**config.mk**
```make
export PLATFORM = sky130hd
export DESIGN_NAME = ranked_pairs_election_tally_top
export DESIGN_NICKNAME = d
export VERILOG_FILES = /design/src/rtl/core/rpet_pkg.sv /design/src/rtl/core/rpet_tally_store.sv /design/src/rtl/core/ranked_pairs_election_tally_top.sv
export SDC_FILE = /design/constraint.sdc
export NUM_CORES = 2
export LEC_CHECK = 0
export BUFFER_PORTS_ARGS = -buffer_cell sky130_fd_sc_hd__buf_2
export CAP_MARGIN = 25
export CORE_MARGIN = 2
export CORE_UTILIZATION = 43
export DETAILED_ROUTE_END_ITERATION = 8
export GPL_TIMING_DRIVEN = 0
export PLACE_DENSITY = 0.63
export SLEW_MARGIN = 20
export SYNTH_ARGS = -nofsm -noshare
export SYNTH_HDL_FRONTEND = slang
export SYNTH_SLANG_ARGS = --single-unit
```
**constraint.sdc**
```tcl
create_clock -name i_clk -period 15.86 [get_ports i_clk]
set_clock_uncertainty 0.05 [all_clocks]
set_input_delay 3.172 -clock i_clk [delete_from_list [all_inputs] [get_ports i_clk]]
set_output_delay 3.172 -clock i_clk [all_outputs]
set_load 0.02 [all_outputs]
```
**src/rtl/core/rpet_pkg.sv**
```systemverilog
// Shared types, constants and codes of the ranked-pairs election tally.
// No dependencies; used by the tally store and the top level.
package rpet_pkg;

    localparam int MAX_CAND   = 8;
    localparam int CAND_W     = 3;
    localparam int CNT_W      = CAND_W + 1;
    localparam int TALLY_W    = 16;
    localparam int TALLY_AW   = 2 * CAND_W;
    localparam int TALLY_D    = MAX_CAND * MAX_CAND;
    localparam int PAIR_SLOTS = MAX_CAND * (MAX_CAND - 1) / 2;
    localparam int PAIR_W     = 5;

    localparam logic OP_BALLOT = 1'b0;
    localparam logic OP_CLOSE  = 1'b1;
    localparam logic KIND_WIN  = 1'b0;
    localparam logic KIND_ERR  = 1'b1;

    typedef enum logic [3:0] {
        S_IDLE,
        S_REC_LDA,
        S_REC_RD,
        S_REC_WR,
        S_BLD_RD1,
        S_BLD_RD2,
        S_BLD_CMP,
        S_SRT_LDI,
        S_SRT_CAP,
        S_SRT_RDJ,
        S_SRT_CMP,
        S_SRT_WRI,
        S_LCK_RD,
        S_LCK_CAP,
        S_LCK_GROW,
        S_EMIT
    } t_state;

    typedef struct packed {
        logic [TALLY_AW-1:0] rd_addr;
        logic                wr_en;
        logic [TALLY_AW-1:0] wr_addr;
        logic [TALLY_W-1:0]  wr_data;
        logic                clr;
    } t_tally_req;

    typedef struct packed {
        logic [CAND_W-1:0]  win;
        logic [CAND_W-1:0]  lose;
        logic [TALLY_W-1:0] score;
    } t_pair;

endpackage

```
**src/rtl/core/rpet_tally_store.sv**
```systemverilog
// Tally matrix store: one read port with registered data, one write port,
// and per-entry valid bits so that one clear request empties the whole matrix. Uses rpet_pkg.
module rpet_tally_store (
    input  logic                         i_clk,
    input  logic                         i_rst_n,
    input  rpet_pkg::t_tally_req         i_req,
    output logic [rpet_pkg::TALLY_W-1:0] o_rd_data
);
    import rpet_pkg::*;

    logic [TALLY_W-1:0] r_mem [TALLY_D];
    logic [TALLY_D-1:0] r_vld;
    logic [TALLY_W-1:0] r_rd_data;
    logic               r_rd_hit;

    always_ff @(posedge i_clk) begin
        if (i_req.wr_en) begin
            r_mem[i_req.wr_addr] <= i_req.wr_data;
        end
        r_rd_data <= r_mem[i_req.rd_addr];
    end

    always_ff @(posedge i_clk) begin
        if (!i_rst_n) begin
            r_vld    <= '0;
            r_rd_hit <= 1'b0;
        end else begin
            r_rd_hit <= r_vld[i_req.rd_addr];
            if (i_req.clr) begin
                r_vld <= '0;
            end else if (i_req.wr_en) begin
                r_vld[i_req.wr_addr] <= 1'b1;
            end
        end
    end

    // unwritten entries read as zero
    assign o_rd_data = r_rd_hit ? r_rd_data : '0;

endmodule

```
**src/rtl/core/ranked_pairs_election_tally_top.sv**
```systemverilog
// Ranked-pairs election tally, top level: sequencer, pair list, lock graph.
// Depends on rpet_pkg and rpet_tally_store.
//
// Input channel (i_in_valid / o_in_stall) carries one rank entry or a close.
// Output channel (o_out_valid / i_out_stall) carries winner or error reports.
// A transaction moves when valid is high and stall is low at a clock edge.
// i_cfg_we / i_cfg_data write the candidate count n and drop a partial ballot.
//
// The entry that completes a ballot starts a tally update of n(n-1)/2
// read-modify-write steps (a read, then a write) plus one row load for
// each of the first n-1 ranks, all through the tally store. An
// out-of-range entry gives one error result, valid on the output from
// the cycle after acceptance.
// A close builds the pair list from each candidate pair with no tie, sorts
// it by score with a swap sort over the P pairs (P(P-1)/2 compares), locks
// each pair unless its winner is reachable from its loser (one reach step
// per cycle), then reports each candidate that no locked pair enters.
// The input stalls while any of this runs, and while a result waits stalled.
// A stalled output holds its result and the sequencer waits for it.
// Reset (synchronous, active low) clears tallies, locks and the ballot
// position; the count register returns to eight.
module ranked_pairs_election_tally_top (
    input  logic                        i_clk,
    input  logic                        i_rst_n,
    input  logic                        i_in_valid,
    output logic                        o_in_stall,
    input  logic                        i_operation,
    input  logic [rpet_pkg::CAND_W-1:0] i_candidate_index,
    output logic                        o_out_valid,
    input  logic                        i_out_stall,
    output logic                        o_result_kind,
    output logic [rpet_pkg::CAND_W-1:0] o_winner_index,
    output logic                        o_last_result,
    input  logic                        i_cfg_we,
    input  logic [rpet_pkg::CNT_W-1:0]  i_cfg_data
);
    import rpet_pkg::*;

    t_state              r_state, n_state;
    logic [CNT_W-1:0]    r_cand_total;
    logic [CAND_W-1:0]   r_rank, n_rank;
    logic [CAND_W-1:0]   r_buf [MAX_CAND];
    logic [CAND_W-1:0]   r_ri, n_ri, r_rj, n_rj, r_a, n_a;
    logic [TALLY_W-1:0]  r_sa, n_sa;
    logic [PAIR_W-1:0]   r_pair_total, n_pair_total;
    logic [PAIR_W-1:0]   r_pi, n_pi, r_pj, n_pj;
    t_pair               r_cur, n_cur;
    logic [CAND_W-1:0]   r_w, n_w, r_l, n_l, r_ec, n_ec;
    logic [MAX_CAND-1:0] r_reach, n_reach;
    logic [MAX_CAND-1:0] r_lock [MAX_CAND];
    logic [MAX_CAND-1:0] n_lock [MAX_CAND];
    logic                r_out_valid, n_out_valid;
    logic                r_kind, n_kind, r_last, n_last;
    logic [CAND_W-1:0]   r_win, n_win;

    t_pair               r_pair_mem [PAIR_SLOTS];
    t_pair               r_pair_rd;
    logic                pm_we;
    logic [PAIR_W-1:0]   pm_waddr, pm_raddr;
    t_pair               pm_wdata;

    t_tally_req          tq;
    logic [TALLY_W-1:0]  tv;
    logic [CNT_W-1:0]    eff_n;
    logic [CAND_W-1:0]   buf_ra, buf_rd;
    logic                out_free, in_acc, buf_we;
    logic [MAX_CAND-1:0] not_entered, reach_step;
    logic [CNT_W-1:0]    rank_p1, rj_p1, ri_p2, ec_p1;
    logic [PAIR_W-1:0]   tot_nx;
    logic                higher;

    rpet_tally_store u_tally (
        .i_clk     (i_clk),
        .i_rst_n   (i_rst_n),
        .i_req     (tq),
        .o_rd_data (tv)
    );

    always_comb begin
        if (r_cand_total < CNT_W'(2)) begin
            eff_n = CNT_W'(2);
        end else if (r_cand_total > CNT_W'(MAX_CAND)) begin
            eff_n = CNT_W'(MAX_CAND);
        end else begin
            eff_n = r_cand_total;
        end
    end

    assign out_free   = !r_out_valid || !i_out_stall;
    assign o_in_stall = (r_state != S_IDLE) || !out_free;
    assign in_acc     = i_in_valid && !o_in_stall;
    assign buf_ra     = (r_state == S_REC_LDA) ? r_ri : r_rj;
    assign buf_rd     = r_buf[buf_ra];
    assign rank_p1    = {1'b0, r_rank} + CNT_W'(1);
    assign rj_p1      = {1'b0, r_rj} + CNT_W'(1);
    assign ri_p2      = {1'b0, r_ri} + CNT_W'(2);
    assign ec_p1      = {1'b0, r_ec} + CNT_W'(1);
    assign buf_we     = in_acc && (i_operation == OP_BALLOT)
                        && ({1'b0, i_candidate_index} < eff_n);

    always_comb begin
        for (int c = 0; c < MAX_CAND; c++) begin
            not_entered[c] = (CNT_W'(c) < eff_n);
            reach_step[c]  = 1'b0;
            for (int u = 0; u < MAX_CAND; u++) begin
                if (r_lock[u][c]) begin
                    not_entered[c] = 1'b0;
                end
                if (r_reach[u] && r_lock[u][c]) begin
                    reach_step[c] = 1'b1;
                end
            end
        end
        higher = 1'b0;
        for (int k = 0; k < MAX_CAND; k++) begin
            if (CAND_W'(k) > r_ec && not_entered[k]) begin
                higher = 1'b1;
            end
        end
    end

    assign tot_nx = r_pair_total + PAIR_W'(tv != r_sa);

    always_comb begin
        n_state      = r_state;
        n_rank       = r_rank;
        n_ri         = r_ri;
        n_rj         = r_rj;
        n_a          = r_a;
        n_sa         = r_sa;
        n_pair_total = r_pair_total;
        n_pi         = r_pi;
        n_pj         = r_pj;
        n_cur        = r_cur;
        n_w          = r_w;
        n_l          = r_l;
        n_ec         = r_ec;
        n_reach      = r_reach;
        n_lock       = r_lock;
        n_out_valid  = r_out_valid && i_out_stall;
        n_kind       = r_kind;
        n_win        = r_win;
        n_last       = r_last;
        tq           = '0;
        pm_we        = 1'b0;
        pm_waddr     = r_pj;
        pm_wdata     = r_cur;
        pm_raddr     = r_pi;

        case (r_state)
            S_IDLE: begin
                if (in_acc && i_operation == OP_CLOSE) begin
                    n_ri         = '0;
                    n_rj         = CAND_W'(1);
                    n_pair_total = '0;
                    n_state      = S_BLD_RD1;
                end else if (in_acc && !buf_we) begin
                    n_rank      = '0;
                    n_out_valid = 1'b1;
                    n_kind      = KIND_ERR;
                    n_win       = '0;
                    n_last      = 1'b1;
                end else if (buf_we) begin
                    if (rank_p1 >= eff_n) begin
                        n_rank  = '0;
                        n_ri    = '0;
                        n_rj    = CAND_W'(1);
                        n_state = S_REC_LDA;
                    end else begin
                        n_rank = CAND_W'(rank_p1);
                    end
                end
            end
            S_REC_LDA: begin
                n_a     = buf_rd;
                n_state = S_REC_RD;
            end
            S_REC_RD: begin
                tq.rd_addr = {r_a, buf_rd};
                n_state    = S_REC_WR;
            end
            S_REC_WR: begin
                tq.wr_en   = 1'b1;
                tq.wr_addr = {r_a, buf_rd};
                tq.wr_data = (tv == '1) ? tv : TALLY_W'(tv + 1'b1);
                if (rj_p1 < eff_n) begin
                    n_rj    = CAND_W'(rj_p1);
                    n_state = S_REC_RD;
                end else if (ri_p2 < eff_n) begin
                    n_ri    = r_ri + 1'b1;
                    n_rj    = CAND_W'(ri_p2);
                    n_state = S_REC_LDA;
                end else begin
                    n_state = S_IDLE;
                end
            end
            S_BLD_RD1: begin
                tq.rd_addr = {r_ri, r_rj};
                n_state    = S_BLD_RD2;
            end
            S_BLD_RD2: begin
                n_sa       = tv;
                tq.rd_addr = {r_rj, r_ri};
                n_state    = S_BLD_CMP;
            end
            S_BLD_CMP: begin
                // skip ties; the pair keeps its winning tally for the sort
                if (tv != r_sa) begin
                    pm_we          = 1'b1;
                    pm_waddr       = r_pair_total;
                    pm_wdata.win   = (r_sa > tv) ? r_ri : r_rj;
                    pm_wdata.lose  = (r_sa > tv) ? r_rj : r_ri;
                    pm_wdata.score = (r_sa > tv) ? r_sa : tv;
                end
                n_pair_total = tot_nx;
                n_pi         = '0;
                if (rj_p1 < eff_n) begin
                    n_rj    = CAND_W'(rj_p1);
                    n_state = S_BLD_RD1;
                end else if (ri_p2 < eff_n) begin
                    n_ri    = r_ri + 1'b1;
                    n_rj    = CAND_W'(ri_p2);
                    n_state = S_BLD_RD1;
                end else if (tot_nx >= PAIR_W'(2)) begin
                    n_state = S_SRT_LDI;
                end else if (tot_nx != '0) begin
                    n_state = S_LCK_RD;
                end else begin
                    n_ec    = '0;
                    n_state = S_EMIT;
                end
            end
            S_SRT_LDI: begin
                pm_raddr = r_pi;
                n_state  = S_SRT_CAP;
            end
            S_SRT_CAP: begin
                n_cur   = r_pair_rd;
                n_pj    = r_pi + 1'b1;
                n_state = S_SRT_RDJ;
            end
            S_SRT_RDJ: begin
                pm_raddr = r_pj;
                n_state  = S_SRT_CMP;
            end
            S_SRT_CMP: begin
                // swap: the held pair drops to slot j, the larger one is held
                if (r_pair_rd.score > r_cur.score) begin
                    pm_we    = 1'b1;
                    pm_waddr = r_pj;
                    pm_wdata = r_cur;
                    n_cur    = r_pair_rd;
                end
                if (r_pj + 1'b1 < r_pair_total) begin
                    n_pj    = r_pj + 1'b1;
                    n_state = S_SRT_RDJ;
                end else begin
                    n_state = S_SRT_WRI;
                end
            end
            S_SRT_WRI: begin
                pm_we    = 1'b1;
                pm_waddr = r_pi;
                pm_wdata = r_cur;
                if (r_pi + PAIR_W'(2) < r_pair_total) begin
                    n_pi    = r_pi + 1'b1;
                    n_state = S_SRT_LDI;
                end else begin
                    n_pi    = '0;
                    n_state = S_LCK_RD;
                end
            end
            S_LCK_RD: begin
                pm_raddr = r_pi;
                n_state  = S_LCK_CAP;
            end
            S_LCK_CAP: begin
                n_w                      = r_pair_rd.win;
                n_l                      = r_pair_rd.lose;
                n_reach                  = '0;
                n_reach[r_pair_rd.lose]  = 1'b1;
                n_state                  = S_LCK_GROW;
            end
            S_LCK_GROW: begin
                // widen the reach set one hop per cycle until it settles
                n_reach = r_reach | reach_step;
                if ((r_reach | reach_step) == r_reach) begin
                    if (!r_reach[r_w]) begin
                        n_lock[r_w][r_l] = 1'b1;
                    end
                    if (r_pi + 1'b1 < r_pair_total) begin
                        n_pi    = r_pi + 1'b1;
                        n_state = S_LCK_RD;
                    end else begin
                        n_ec    = '0;
                        n_state = S_EMIT;
                    end
                end
            end
            S_EMIT: begin
                if (out_free) begin
                    if (not_entered[r_ec]) begin
                        n_out_valid = 1'b1;
                        n_kind      = KIND_WIN;
                        n_win       = r_ec;
                        n_last      = !higher;
                    end
                    if (ec_p1 >= eff_n) begin
                        tq.clr       = 1'b1;
                        for (int u = 0; u < MAX_CAND; u++) begin
                            n_lock[u] = '0;
                        end
                        n_rank       = '0;
                        n_pair_total = '0;
                        n_reach      = '0;
                        n_state      = S_IDLE;
                    end else begin
                        n_ec = CAND_W'(ec_p1);
                    end
                end
            end
            default: begin
                n_state = S_IDLE;
            end
        endcase

        if (i_cfg_we) begin
            n_rank = '0;
        end
    end

    always_ff @(posedge i_clk) begin
        if (!i_rst_n) begin
            r_state      <= S_IDLE;
            r_cand_total <= CNT_W'(MAX_CAND);
            r_rank       <= '0;
            r_pair_total <= '0;
            r_reach      <= '0;
            r_out_valid  <= 1'b0;
            for (int u = 0; u < MAX_CAND; u++) begin
                r_lock[u] <= '0;
            end
        end else begin
            r_state      <= n_state;
            r_rank       <= n_rank;
            r_pair_total <= n_pair_total;
            r_reach      <= n_reach;
            r_out_valid  <= n_out_valid;
            r_lock       <= n_lock;
            if (i_cfg_we) begin
                r_cand_total <= i_cfg_data;
            end
        end
    end

    always_ff @(posedge i_clk) begin
        r_ri   <= n_ri;
        r_rj   <= n_rj;
        r_a    <= n_a;
        r_sa   <= n_sa;
        r_pi   <= n_pi;
        r_pj   <= n_pj;
        r_cur  <= n_cur;
        r_w    <= n_w;
        r_l    <= n_l;
        r_ec   <= n_ec;
        r_kind <= n_kind;
        r_win  <= n_win;
        r_last <= n_last;
        if (buf_we) begin
            r_buf[r_rank] <= i_candidate_index;
        end
    end

    always_ff @(posedge i_clk) begin
        if (pm_we) begin
            r_pair_mem[pm_waddr] <= pm_wdata;
        end
        r_pair_rd <= r_pair_mem[pm_raddr];
    end

    assign o_out_valid    = r_out_valid;
    assign o_result_kind  = r_kind;
    assign o_winner_index = r_win;
    assign o_last_result  = r_last;

    a_busy_stalls: assert property (@(posedge i_clk) disable iff (!i_rst_n)
        (r_state != S_IDLE) |-> o_in_stall)
        else $error("input taken while sequencer busy");

    a_pair_bound: assert property (@(posedge i_clk) disable iff (!i_rst_n)
        r_pair_total <= PAIR_W'(PAIR_SLOTS))
        else $error("pair count beyond slot count");

    a_err_form: assert property (@(posedge i_clk) disable iff (!i_rst_n)
        (o_out_valid && o_result_kind == KIND_ERR) |->
        (o_last_result && o_winner_index == '0))
        else $error("malformed error result");

    a_close_clears: assert property (@(posedge i_clk) disable iff (!i_rst_n)
        (r_state == S_EMIT && n_state == S_IDLE) |=>
        (r_pair_total == '0 && r_lock[0] == '0))
        else $error("close did not clear state");

    a_rank_bound: assert property (@(posedge i_clk) disable iff (!i_rst_n)
        ({1'b0, r_rank} < eff_n))
        else $error("rank position out of range");

endmodule

```
==> results.json <==
{
  "cp.arrival_ns": 4.00,
  "io_buffers": 17,
  "netlist_area_um2": 78100,
  "vdd.ir_drop.worst_uv": 111,
  "crit_path_end_kind": "primary output",
  "gp_congestion": 0.967,
  "finalMaxSlewViolations": 0,
  "timing.rr.start": "u_tally.r_rd_hit",
  "critPathKind": "input port to primary output",
  "cp-start-kind": "input port",
  "final_nets": 6099,
  "slew_headroom_pct": 18.4,
  "yosysSeqAreaShare_pct": 71.6,
  "r2r-end": "r_pair_mem[8][15]",
  "post_cts_buffers": 0,
  "cts_hold_buf": 0,
  "ys_ff_latch": 1927,
  "die_area_um2": 185000,
  "drc": 3,
  "crit_chain": "buf_2 -> nand2_1 -> nand3_1 -> buf_2",
  "violations": "design-rule violations",
  "fin_crit_ns": 7.22,
  "power.switching_uw": 4740,
  "ys.flop_type": "edfxtp_1",
  "yosys_warnings": 0,
  "clkTransAtPathRegs_ns": 0.06,
  "final-setup-viol-count": 0,
  "finalWirelength_um": 238000,
  "power.share.combinational_pct": 25.9,
  "synth_edf_count": 1735,
  "wl_per_cell_um": 27.8,
  "core_area_um2": 181000,
  "cts_tree": "done",
  "leakagePower_uw": 0.0316,
  "async_reset_ff_share_pct": 0,
  "grt_use_total_pct": 25.3,
  "seqPwrFrac_pct": 41.0,
  "slowest_delay_ns": 0.25,
  "hold_class": "register to register",
  "grt_max_degree": 49,
  "p_sw_share_pct": 34.4,
  "p_clk_share_pct": 33.1,
  "r2r_setup_slack_ns": 9.62,
  "crit_fanout": 6,
  "drt_first_pass_iters": 9,
  "place_area_um2": 84900,
  "power.internal_uw": 9030,
  "pin_count": 20,
  "antenna_found_initial": 8,
  "ant_nets": 0,
  "rows": 156,
  "synth_cell_types": 86,
  "ctsResizeCount": 0,
  "reg2regPathDepth": 14,
  "tightest_slew_ns": 1.22,
  "drtIter0Drc": 6825,
  "fp.dieH_um": 430,
  "postSynthCellCount": 5634,
  "place_hpwl_um": 166000,
  "fin_util_pct": 50.5,
  "cts_max_path_buffers": 3,
  "syn_area_per_cell_um2": 13.9,
  "outcome": "complete, but fails checks",
  "cts_sinks": 1927,
  "tns_ns": 0,
  "power_density_nw_per_um2": 151,
  "crit_top_cell": "buf_2",
  "ys_top_cells_by_area": "edfxtp_1 (67%), nand2_1 (5.1%), dfxtp_1 (4.9%)",
  "power.total_uw": 13800,
  "synth_top_cell_by_area": "edfxtp_1",
  "synthToLayoutAreaGrowth_pct": 16.7,
  "critPathSlowestCell": "nand3_1",
  "synth.top_cell.area_share_pct": 66.7,
  "die_x_um": 430,
  "globalRouteOverflowTotal": 0,
  "rsz0062_at_grt": "false",
  "numCtsBuffers": 192,
  "clockRootBuffer": "clkbuf_16",
  "clkLatencyLatePin_ns": 0.85,
  "grt_pass1_wl_um": 341000,
  "final_hold_viol_count": 0,
  "worst_hold_path.endpoint": "r_cur[7]",
  "initial_core_util_pct": 43.3,
  "fmax_mhz": 139,
  "hold_depth": 0,
  "holdCritStartpoint": "r_pair_rd[7]",
  "maxCapViolations": 0,
  "hold_slack_ns": 0.385,
  "critPathRequiredTime_ns": 12.64,
  "drive_gt1_share_pct": 14.7,
  "vias": 51000,
  "stdcell_area_um2": 91200,
  "grt_pass1_vias": 49400,
  "synthesis.nets": 5721,
  "finalCritPeriodShare_pct": 45.5,
  "via_per_inst": 5.96,
  "h-tree-depth": 4
}
==> Yosys cell counts (6+ instances only) <==
| cell | n |
|---|---|
| a32oi_1 | 80 |
| a211oi_1 | 25 |
| buf_1 | 34 |
| and2_1 | 14 |
| o21a_1 | 51 |
| dfxtp_1 | 192 |
| clkbuf_1 | 183 |
| mux4_2 | 160 |
| or3_1 | 6 |
| a31oi_1 | 127 |
| nor4_1 | 22 |
| mux2i_1 | 122 |
| nor3b_1 | 11 |
| buf_4 | 8 |
| a21o_1 | 17 |
| inv_1 | 56 |
| o22ai_1 | 9 |
| nand3_1 | 400 |
| nor2_1 | 372 |
| nand2_1 | 1058 |
| nand3b_1 | 9 |
| xor2_1 | 6 |
| nand4_1 | 31 |
| edfxtp_1 | 1735 |
| a22oi_1 | 35 |
| ha_1 | 74 |
| a21oi_1 | 276 |
| nor3_1 | 44 |
| a311oi_1 | 11 |
| o21ai_1 | 6 |
| xnor2_1 | 18 |
| nor2b_1 | 14 |
| buf_2 | 100 |
| a22o_1 | 10 |
| and3_1 | 12 |
| mux2_2 | 21 |
| a222oi_1 | 6 |
| a32o_1 | 13 |
| o21ai_0 | 148 |
| nand2b_1 | 28 |
==> cells by family after synthesis <==
logic type	Yosys count	synth area share, %
xor+xnor	24	0.269
mux	308	6.56
fa+ha+maj	74	1.19
buf+inv	391	2.13
flops	1927	71.6
compound gates	860	6.96
simple gates	2050	11.3
==> power groups by stage <==
stage | sequential, uW | combinational, uW | clock (uW)
after floorplan | 5740 | 1770 | 0
after global placement | 5760 | 3300 | 0
after detailed placement | 5750 | 3430 | 0
after CTS | 5640 | 3440 | 4590
after global routing | 5650 | 3670 | 4780
final | 5650 | 3570 | 4550
==> worst max-delay path, delay by kind of cell <==
family | cells | cell delay [ns]
AND/OR/NAND/NOR | 2 | 0.49
buffers and inverters | 2 | 0.32
==> layer usage <==
| metal | global-route usage (%) | part of all wire, % | vias up |
|---|---|---|---|
| met1 | 34.3 | 40 | 25600 |
| li1 | - | - | 22000 |
| met5 | 0 | 0.028 | - |
| met3 | 5.65 | 9.9 | 585 |
| met2 | 38.3 | 45 | 2800 |
| met4 | 13.3 | 5.9 | 10 |
==> state kept, by name (all words and copies together), names as in the netlist, 4 cells and up <==
signal and flops:
r_pair_total 5, r_sa 16, u_tally.r_rd_data 16, r_pair_mem 616, u_tally.r_vld 64, r_pi 5, r_cur 22, u_tally.r_mem 1024
r_pair_rd 22, r_reach 8, r_state 4, r_buf 24, r_lock 64, r_pj 5, r_cand_total 4
==> metrics by stage <==
step                setup WS [ns]  std cells
floorplan                    9.10       5634
global placement             6.37       8021
detailed placement           8.65       8184
CTS                          8.65       8541
global route                 8.61       8546
finish                       8.64       8551
==> cell usage in the layout (no fill, tap or decap), types with 31 or more instances in the layout <==
| master | count |
|---|---|
| dfxtp_1 | 192 |
| nor2_1 | 291 |
| edfxtp_1 | 1735 |
| a31oi_1 | 105 |
| a22oi_1 | 35 |
| nand2_1 | 1058 |
| buf_6 | 50 |
| nor2_4 | 58 |
| mux2i_1 | 119 |
| buf_1 | 35 |
| clkinv_1 | 40 |
| buf_2 | 117 |
| nand3_1 | 400 |
| inv_1 | 56 |
| clkbuf_1 | 235 |
| mux4_2 | 160 |
| ha_1 | 74 |
| o21a_1 | 51 |
| nand4_1 | 31 |
| buf_4 | 47 |
| o21ai_0 | 148 |
| buf_16 | 35 |
| a32oi_1 | 80 |
| a21oi_1 | 275 |
| clkbuf_16 | 194 |
==> worst max path at each step <==
| stage | start | slack (ns) | end | cells after the start |
|---|---|---|---|---|
| floorplan | i_out_stall | 9.10 | o_in_stall | 2 |
| global placement | u_tally.r_rd_hit | 6.37 | u_tally.r_mem[16][12] | 9 |
| detailed placement | i_out_stall | 8.65 | o_in_stall | 4 |
| CTS | i_out_stall | 8.65 | o_in_stall | 4 |
| global route | i_out_stall | 8.61 | o_in_stall | 4 |
| finish | i_out_stall | 8.64 | o_in_stall | 4 |
==> layout make-up <==
class | count | area (um2)
Inverter | 60 | 226
Buffer | 331 | 1440
Antenna cell | 6 | 15.0
Tap cell | 2370 | 2970
Fill cell | 15000 | 89400
Timing Repair Buffer | 184 | 2690
Clock buffer | 254 | 5110
Clock inverter | 103 | 1140
Sequential cell | 1927 | 55900
Multi-Input combinational cell | 3316 | 21600
Note: power is estimated with default switching activity, not from simulation.
